==> config.mk <==
export PLATFORM = sky130hd
export DESIGN_NAME = msb_first_bit_packer
export DESIGN_NICKNAME = d
export VERILOG_FILES = /design/src/sv/mbp_pkg.sv /design/src/sv/mbp_front.sv /design/src/sv/mbp_queue.sv /design/src/sv/mbp_back.sv /design/src/sv/msb_first_bit_packer.sv
export VERILOG_INCLUDE_DIRS = /design/src /design/src/sv
export SDC_FILE = /design/constraint.sdc
export NUM_CORES = 1
export LEC_CHECK = 0
export ABC_AREA = 1
export BUFFER_PORTS_ARGS = -buffer_cell sky130_fd_sc_hd__buf_4
export CORE_MARGIN = 10
export CORE_UTILIZATION = 55
export DETAILED_ROUTE_END_ITERATION = 8
export PLACE_DENSITY = 0.87
export SETUP_SLACK_MARGIN = 0.4
export SYNTH_ARGS = -nofsm -noshare
export SYNTH_HDL_FRONTEND = slang
export SYNTH_SLANG_ARGS = --single-unit
==> constraint.sdc <==
create_clock -name clk_i -period 2.95 [get_ports clk_i]
set_input_delay 0.1475 -clock clk_i [delete_from_list [all_inputs] [get_ports clk_i]]
set_output_delay 0.1475 -clock clk_i [all_outputs]
set_load 0.02 [all_outputs]
==> src/sv/assert_macros.svh <==
// ----------------------------------------------------------------------------
// Assertion macros
// Shared concurrent assertion helpers; clock and reset are fixed to clk_i and rst_ni.
// ----------------------------------------------------------------------------
`ifndef ASSERT_MACROS_SVH
`define ASSERT_MACROS_SVH

// Property checked at every rising clock edge outside reset
`define MBP_ASSERT(lbl, prop, msg) \
  lbl: assert property (@(posedge clk_i) disable iff (!rst_ni) (prop)) else $error(msg);

// Condition in one cycle implies a condition in the next cycle
`define MBP_ASSERT_NEXT(lbl, pre, post, msg) \
  lbl: assert property (@(posedge clk_i) disable iff (!rst_ni) (pre) |=> (post)) \
    else $error(msg);

`endif

==> src/sv/mbp_pkg.sv <==
// ----------------------------------------------------------------------------
// mbp_pkg
// Types and constants shared by the bit packer modules.
// ----------------------------------------------------------------------------
package mbp_pkg;

  // Fixed field widths
  localparam int CodeW  = 32;
  localparam int CountW = 6;
  localparam int ByteW  = 8;
  localparam int TotalW = 32;
  // Working window: one partial byte plus a full code word
  localparam int AccW   = ByteW + CodeW;

  // Classified item held in the queue
  typedef struct packed {
    logic              flush;
    logic [CodeW-1:0]  code;   // masked to count bits
    logic [CountW-1:0] count;  // saturated
  } entry_t;

endpackage

==> src/sv/mbp_front.sv <==
// ----------------------------------------------------------------------------
// mbp_front
// Accepts input items, saturates the bit count, masks the code and drops
// writes that append nothing.
// ----------------------------------------------------------------------------
module mbp_front #(
  parameter int MAX_CODE_BITS = 32
) (
  input  logic                       in_valid_i,
  output logic                       in_ready_o,
  input  logic                       cmd_i,
  input  logic [mbp_pkg::CodeW-1:0]  code_i,
  input  logic [mbp_pkg::CountW-1:0] code_len_i,
  output logic                       push_o,
  output mbp_pkg::entry_t            entry_o,
  input  logic                       full_i
);

  localparam int Limit = (MAX_CODE_BITS < mbp_pkg::CodeW) ? MAX_CODE_BITS : mbp_pkg::CodeW;

  logic [mbp_pkg::CountW-1:0] count_sat;
  logic [mbp_pkg::CodeW-1:0]  mask;

  // Saturate count and mask the code to its low bits
  always_comb begin
    count_sat = (code_len_i > mbp_pkg::CountW'(Limit)) ? mbp_pkg::CountW'(Limit)
                                                       : code_len_i;
    mask      = ~({mbp_pkg::CodeW{1'b1}} << count_sat);
  end

  assign in_ready_o    = !full_i;
  assign entry_o.flush = cmd_i;
  assign entry_o.code  = code_i & mask;
  assign entry_o.count = count_sat;

  // A write of zero bits has no effect and is not queued
  assign push_o = in_valid_i && !full_i && (cmd_i || (count_sat != '0));

endmodule

==> src/sv/mbp_queue.sv <==
// ----------------------------------------------------------------------------
// mbp_queue
// Two-entry queue between the front and the back.
// ----------------------------------------------------------------------------
module mbp_queue (
  input  logic            clk_i,
  input  logic            rst_ni,
  input  logic            push_i,
  input  mbp_pkg::entry_t entry_i,
  output logic            full_o,
  output logic            valid_o,
  output mbp_pkg::entry_t entry_o,
  input  logic            pop_i
);

  mbp_pkg::entry_t mem_q [2];
  logic            wr_ptr_q, wr_ptr_d;
  logic            rd_ptr_q, rd_ptr_d;
  logic [1:0]      fill_q, fill_d;

  // Pointer and fill update
  always_comb begin
    wr_ptr_d = push_i ? !wr_ptr_q : wr_ptr_q;
    rd_ptr_d = pop_i  ? !rd_ptr_q : rd_ptr_q;
    fill_d   = fill_q;
    if (push_i && !pop_i) begin
      fill_d = fill_q + 2'd1;
    end else if (pop_i && !push_i) begin
      fill_d = fill_q - 2'd1;
    end
  end

  always_ff @(posedge clk_i or negedge rst_ni) begin
    if (!rst_ni) begin
      wr_ptr_q <= 1'b0;
      rd_ptr_q <= 1'b0;
      fill_q   <= 2'd0;
    end else begin
      wr_ptr_q <= wr_ptr_d;
      rd_ptr_q <= rd_ptr_d;
      fill_q   <= fill_d;
    end
  end

  // Payload storage
  always_ff @(posedge clk_i) begin
    if (push_i) begin
      mem_q[wr_ptr_q] <= entry_i;
    end
  end

  assign full_o  = fill_q[1];
  assign valid_o = (fill_q != 2'd0);
  assign entry_o = mem_q[rd_ptr_q];

endmodule

==> src/sv/mbp_back.sv <==
// ----------------------------------------------------------------------------
// mbp_back
// Merges queued codes into the bit window and emits one byte per cycle while
// the output is accepted, through a registered output stage.
// ----------------------------------------------------------------------------
module mbp_back #(
  parameter int COUNTER_BITS = 32
) (
  input  logic                       clk_i,
  input  logic                       rst_ni,
  input  logic                       valid_i,
  input  mbp_pkg::entry_t            entry_i,
  output logic                       pop_o,
  output logic                       out_valid_o,
  input  logic                       out_ready_i,
  output logic [mbp_pkg::ByteW-1:0]  data_byte_o,
  output logic                       carries_byte_o,
  output logic                       last_o,
  output logic [mbp_pkg::TotalW-1:0] total_bytes_o
);

  localparam int AccW   = mbp_pkg::AccW;
  localparam int ByteW  = mbp_pkg::ByteW;
  localparam int CountW = mbp_pkg::CountW;
  localparam int TotW   = (COUNTER_BITS < mbp_pkg::TotalW) ? COUNTER_BITS : mbp_pkg::TotalW;

  localparam logic StIdle = 1'b0;
  localparam logic StEmit = 1'b1;

  logic                        state_q, state_d;
  logic [AccW-1:0]             acc_q, acc_d;      // left-aligned pending bits
  logic [CountW-1:0]           nb_q, nb_d;        // pending bit count
  logic [COUNTER_BITS-1:0]     cnt_q, cnt_d;
  logic                        ovalid_q, ovalid_d;
  logic [ByteW-1:0]            obyte_q, obyte_d;
  logic                        ocarry_q, ocarry_d;
  logic                        olast_q, olast_d;
  logic [mbp_pkg::TotalW-1:0]  otot_q, otot_d;

  logic                        can_push;
  logic [CountW-1:0]           shamt;
  logic [AccW-1:0]             acc_load;
  logic [CountW-1:0]           nb_load;
  logic [COUNTER_BITS-1:0]     cnt_inc;
  logic [CountW-1:0]           nb_left;

  assign can_push = !ovalid_q || out_ready_i;
  assign cnt_inc  = cnt_q + COUNTER_BITS'(1);
  assign nb_left  = nb_q - CountW'(ByteW);

  // New code placed just below the bits already pending
  always_comb begin
    shamt    = CountW'(AccW) - nb_q - entry_i.count;
    acc_load = {acc_q[AccW-1 -: ByteW], {(AccW-ByteW){1'b0}}}
             | ({{ByteW{1'b0}}, entry_i.code} << shamt);
    nb_load  = nb_q + entry_i.count;
  end

  // Sequencer and output stage
  always_comb begin
    state_d  = state_q;
    acc_d    = acc_q;
    nb_d     = nb_q;
    cnt_d    = cnt_q;
    pop_o    = 1'b0;
    ovalid_d = ovalid_q && !out_ready_i;
    obyte_d  = obyte_q;
    ocarry_d = ocarry_q;
    olast_d  = olast_q;
    otot_d   = otot_q;
    unique case (state_q)
      StIdle: begin
        if (valid_i && entry_i.flush) begin
          if (can_push) begin
            pop_o    = 1'b1;
            ovalid_d = 1'b1;
            olast_d  = 1'b1;
            ocarry_d = (nb_q != '0);
            obyte_d  = acc_q[AccW-1 -: ByteW];
            otot_d   = (nb_q != '0) ? mbp_pkg::TotalW'(cnt_inc[TotW-1:0])
                                    : mbp_pkg::TotalW'(cnt_q[TotW-1:0]);
            acc_d    = '0;
            nb_d     = '0;
            cnt_d    = '0;
          end
        end else if (valid_i) begin
          pop_o = 1'b1;
          acc_d = acc_load;
          nb_d  = nb_load;
          if (nb_load >= CountW'(ByteW)) begin
            state_d = StEmit;
          end
        end
      end
      StEmit: begin
        if (can_push) begin
          ovalid_d = 1'b1;
          ocarry_d = 1'b1;
          obyte_d  = acc_q[AccW-1 -: ByteW];
          olast_d  = (nb_left < CountW'(ByteW));
          otot_d   = mbp_pkg::TotalW'(cnt_inc[TotW-1:0]);
          cnt_d    = cnt_inc;
          acc_d    = acc_q << ByteW;
          nb_d     = nb_left;
          if (nb_left < CountW'(ByteW)) begin
            state_d = StIdle;
          end
        end
      end
      default: begin
        state_d = StIdle;
      end
    endcase
  end

  always_ff @(posedge clk_i or negedge rst_ni) begin
    if (!rst_ni) begin
      state_q  <= StIdle;
      acc_q    <= '0;
      nb_q     <= '0;
      cnt_q    <= '0;
      ovalid_q <= 1'b0;
    end else begin
      state_q  <= state_d;
      acc_q    <= acc_d;
      nb_q     <= nb_d;
      cnt_q    <= cnt_d;
      ovalid_q <= ovalid_d;
    end
  end

  // Output payload
  always_ff @(posedge clk_i) begin
    obyte_q  <= obyte_d;
    ocarry_q <= ocarry_d;
    olast_q  <= olast_d;
    otot_q   <= otot_d;
  end

  assign out_valid_o    = ovalid_q;
  assign data_byte_o    = obyte_q;
  assign carries_byte_o = ocarry_q;
  assign last_o         = olast_q;
  assign total_bytes_o  = otot_q;

endmodule

==> src/sv/msb_first_bit_packer.sv <==
// An item is taken when the two-entry queue has room; the back end then loads
// each write into the bit window and emits each byte it completes (up to four),
// holding while the output is not accepted, and a flush emits the final result;
// the byte output port, one byte per cycle while accepted, sets the sustained rate.
// ----------------------------------------------------------------------------
// msb_first_bit_packer
// Packs variable-length codes into bytes, first bit in bit 7, and on flush
// returns the padded partial byte, if any, with the running byte count.
// ----------------------------------------------------------------------------
`include "assert_macros.svh"

module msb_first_bit_packer #(
  parameter int MAX_CODE_BITS = 32,
  parameter int COUNTER_BITS  = 32
) (
  input  logic        clk_i,
  input  logic        rst_ni,
  input  logic        s_axis_tvalid,
  output logic        s_axis_tready,
  input  logic [39:0] s_axis_tdata,   // [31:0] code, [37:32] code_len, [39:38] zero
  input  logic        s_axis_tuser,   // [0] cmd
  output logic        m_axis_tvalid,
  input  logic        m_axis_tready,
  output logic [39:0] m_axis_tdata,   // [7:0] data_byte, [39:8] total_bytes
  output logic        m_axis_tuser,   // [0] carries_byte
  output logic        m_axis_tlast    // last
);

  logic            push;
  logic            full;
  logic            q_valid;
  logic            pop;
  mbp_pkg::entry_t entry_in;
  mbp_pkg::entry_t entry_out;
  logic [7:0]      data_byte;
  logic [31:0]     total_bytes;
  logic            empty_item;
  logic            mid_burst;

  // Front: accept and classify
  mbp_front #(
    .MAX_CODE_BITS(MAX_CODE_BITS)
  ) u_front (
    .in_valid_i (s_axis_tvalid),
    .in_ready_o (s_axis_tready),
    .cmd_i      (s_axis_tuser),
    .code_i     (s_axis_tdata[31:0]),
    .code_len_i (s_axis_tdata[37:32]),
    .push_o     (push),
    .entry_o    (entry_in),
    .full_i     (full)
  );

  // Queue between front and back
  mbp_queue u_queue (
    .clk_i  (clk_i),
    .rst_ni (rst_ni),
    .push_i (push),
    .entry_i(entry_in),
    .full_o (full),
    .valid_o(q_valid),
    .entry_o(entry_out),
    .pop_i  (pop)
  );

  // Back: pack and emit bytes
  mbp_back #(
    .COUNTER_BITS(COUNTER_BITS)
  ) u_back (
    .clk_i         (clk_i),
    .rst_ni        (rst_ni),
    .valid_i       (q_valid),
    .entry_i       (entry_out),
    .pop_o         (pop),
    .out_valid_o   (m_axis_tvalid),
    .out_ready_i   (m_axis_tready),
    .data_byte_o   (data_byte),
    .carries_byte_o(m_axis_tuser),
    .last_o        (m_axis_tlast),
    .total_bytes_o (total_bytes)
  );

  assign m_axis_tdata = {total_bytes, data_byte};

  // Checks
  assign empty_item = m_axis_tvalid && !m_axis_tuser;
  assign mid_burst  = m_axis_tvalid && m_axis_tready && !m_axis_tlast;
  `MBP_ASSERT(a_empty_flush_last, !empty_item || m_axis_tlast, "empty result without last")
  `MBP_ASSERT(a_empty_flush_zero, !empty_item || (data_byte == 8'd0), "empty result with data")
  `MBP_ASSERT_NEXT(a_burst_continues, mid_burst, m_axis_tvalid, "gap inside byte burst")
  `MBP_ASSERT_NEXT(a_no_pop_when_empty, !q_valid, !$past(pop), "pop from empty queue")

endmodule
==> metrics list <==
- Buffer levels on the longest clock path: 3
* Max-capacitance violation count: 0
* Capturing element type of the critical path: flop
- Flip-flop and latch count after synthesis: 204
- Setup violations remaining at the end of the flow were counted as 0.
* Total Wirelength: 32900 um
- Signal routing reaches up to met4.
- The count of final max-slew check failures came to 0.
- In the final routing, the length of wire on met1 measures 13250 um.
* Final WS setup: 188.5 ps
- DP Wirelength: 23270 um
* Row cnt: 52
* Ratio of final minimum period to clock period: 93.61%
* Commonest non-fill, non-tap cells in the layout: sky130_fd_sc_hd__nand2_1, sky130_fd_sc_hd__nand3_1, sky130_fd_sc_hd__buf_4, sky130_fd_sc_hd__edfxtp_1, sky130_fd_sc_hd__inv_1
- The tightest hold path in the finished design has a slack of 4.416 ps.
* Number of hold violations in the final report: 0
- Startpoint types: flop
- Total clock buffers created by CTS: 22
- Sum of met2 wire segment lengths after detailed routing: 16000 um
* Share of post-route cells with drive strength above 1: 22.15%
- TritonCTS built the clock tree.
* Slew of the pin with the lowest slew margin: 644.5 ps
- H-tree levels: 1
- Summing all flip-flop and latch instances after layout gives 5708 um^2.
* Floorplan core area: 20360 um^2
- During placement, the flow inserted port buffers numbering 86.
- Reg-to-Reg Start: u_queue.rd_ptr_q
- Largest net degree at the start of global routing: 51
* Final Critical Period: 2762 ps
- Area enclosed by the die boundary: 27060 um^2
- The detail route stage leaves a number of antenna-violating nets equal to 0.
- Peak fanout along the critical path: 15
- The first global-routing pass estimated 52850 um of wire.
- Summing over every cut layer, the via total after detailed routing is 10670.
- Later-pin clock latency in the skew report: 520 ps
- Count of flip-flops with a built-in enable after synthesis: 120
- Unrepaired setup endpoints after global routing: yes
- Leaving out fill and tap cells, the most frequent cell in the layout is sky130_fd_sc_hd__nand2_1.
- Sum of met3 wire segment lengths after detailed routing: 2664 um
- Sequential cells were found to cover 49.69% of the synthesized design area.
- In the synthesized netlist the dominant register cell turns out to be sky130_fd_sc_hd__edfxtp_1.
- Headroom to the max-slew limit came out at 57.03%.
- In this run the worst setup path begins at u_queue.rd_ptr_q.
- Post-placement setup slack: 79.89 ps
- For the final routed database, the setup TNS stands at 0 ps.
- Classification of the worst setup path: flop to flop
- Relative to the synthesized area, the layout overhead comes to 25.75%.
- Count of unique library cells instantiated by Yosys: 46
- Pin placement for this block handled 89 I/O pins.
- Data on the critical path is required at its endpoint by 3400 ps.
- The run finished with clean final reports.
* Highest Clock Rate: 362.1 MHz
- After clock tree synthesis, the clock-pin slew on the worst setup and hold paths is 60 ps.
- In the final routed layout, each cell accounts on average for 18.14 um.
- For this run, asynchronously set or reset flops after synthesis account for 41.18%.
- Share of the synthesized area in the top cell type: 31.38%
- Hold path startpoint: s_axis_tdata[16]
- Number of filler instances in the final layout: 1513
* Residual DRC count: 0
- Synth area leader: sky130_fd_sc_hd__edfxtp_1
* Count of clock tree sinks: 204
- Starting DRC count in detailed routing: 1046
- Routability congestion estimate from global placement: 1.012
* Number of diodes added for antenna fixing: 0
* Total number of yosys warnings: 0
- The number of global-route vias before repair was 10420.
- The tightest min-delay check is of the input pin to flop type.
* Average size of a mapped cell: 8.213 um^2
- Clock tree synthesis selected as its root buffer the cell sky130_fd_sc_hd__clkbuf_16.
* Die Y: 164.5 um
- Data on the critical path arrives at its endpoint at 3210 ps.
* Effective utilization at floorplan: 56.38%
- The number of nets in the synthesized netlist is 1462.
- Utilization after layout: 70.90%
- Dominant cells by area after synthesis: sky130_fd_sc_hd__edfxtp_1, sky130_fd_sc_hd__dfrtp_1, sky130_fd_sc_hd__nand2_1, sky130_fd_sc_hd__nand3_1, sky130_fd_sc_hd__o21ai_0
- For the final database, setup skew stands at 16.61 ps.
- The synthesized netlist occupies a cell area of 11480 um^2.
- The cell count after synthesis came out at 1398.
- Global Route Usage Sum: 23.78%
- Multi-input logic area: 5749 um^2
- After the last flow step, the layout net total stands at 1592.
* Horiz. Die Dim: 164.5 um
- For this run, the detailed router's first-pass iteration total came to 6.
- The total overflow left after global routing is 0.
- The initial antenna violation count was 0.
- Vias per cell: 5.883
[logic make-up after synthesis]
kind of cell    Yosys count  synth area share [%]
compound gates          219                 10.45
buf+inv                 184                 6.636
fa+ha+maj                19                 2.201
simple gates            736                 28.28
flops                   204                 49.69
xor+xnor                 36                 2.746
[worst paths after layout]
kind | to | slack [ps] | depth (start not counted)
max | u_back.acc_q[10] | 190 | 12
min | u_queue.mem_q[0][22] | 4 | 3
max reg2reg | u_back.acc_q[10] | 190 | 12
min reg2reg | u_back.data_byte_o[2] | 450 | 0
max in group asynchronous | u_back.acc_q[22] | 2020 | 3
min in group asynchronous | u_back.nb_q[0] | 190 | 2
[layout make-up]
cell class	instances	area share, %
clock buffer	25	3.891
clock inverter	15	0.9619
inverter	124	3.492
multi-input combinational	1011	39.82
sequential	204	39.53
tap	270	2.340
timing repair buffer	164	9.939
timing repair inverter	1	0.02600
[cell usage after synthesis, types with 14 or more instances]
library cell,instances
sky130_fd_sc_hd__edfxtp_1,120
sky130_fd_sc_hd__o21ai_0,94
sky130_fd_sc_hd__nor3_1,20
sky130_fd_sc_hd__inv_1,114
sky130_fd_sc_hd__nand3_1,237
sky130_fd_sc_hd__o22ai_1,14
sky130_fd_sc_hd__a21oi_1,66
sky130_fd_sc_hd__dfrtp_1,84
sky130_fd_sc_hd__clkbuf_1,34
sky130_fd_sc_hd__nor2_1,91
sky130_fd_sc_hd__nand2_1,348
sky130_fd_sc_hd__xor2_1,33
sky130_fd_sc_hd__ha_1,17
[through the flow]
step | instance area (um^2) | cells
after floorplan | 11850 | 1398
after global placement | 12780 | 1732
after detailed placement | 12780 | 1732
after CTS | 14030 | 1805
after global routing | 14440 | 1814
final | 14440 | 1814
[critical path, stage by stage (launching register included)]
cell                      delay, ps
sky130_fd_sc_hd__dfrtp_2        440
sky130_fd_sc_hd__buf_4          190
sky130_fd_sc_hd__o21ai_4        190
sky130_fd_sc_hd__ha_4           170
sky130_fd_sc_hd__ha_4           140
sky130_fd_sc_hd__fa_2           450
sky130_fd_sc_hd__buf_12         170
sky130_fd_sc_hd__inv_8           70
sky130_fd_sc_hd__buf_12         150
sky130_fd_sc_hd__nand3_1        100
sky130_fd_sc_hd__o21ai_0        340
sky130_fd_sc_hd__nand2_1        130
sky130_fd_sc_hd__a21oi_1        150
[registers in the layout (all words and copies together) (netlist names)]
register and flops:
u_back.acc_q 40, u_queue.rd_ptr_q 1, u_back.total_bytes_o 32, u_queue.wr_ptr_q 1
u_queue.mem_q 78, u_back.last_o 1, u_back.state_q 1, u_back.data_byte_o 8
u_back.cnt_q 32, u_back.out_valid_o 1, u_back.carries_byte_o 1, u_queue.fill_q 2
u_back.nb_q 6
[timing repair]
action,in CTS,in global routing
setup buffers,14,9
setup endpoints to repair,40,70
hold buffers,16,0
hold endpoints to repair,78,0
pin swaps,29,24
cloned,3,0
resized for setup,65,79
[per-layer routing]
metal	GRT usage, %	vias up
met5	0	-
met4	8.333	0
met3	5.029	85
met2	39.36	501
met1	30.34	5072
li1	-	5013
Power is left out: the tool's default activity adds up to more than one toggle a clock period on the data nets, which glitch-free logic cannot reach.
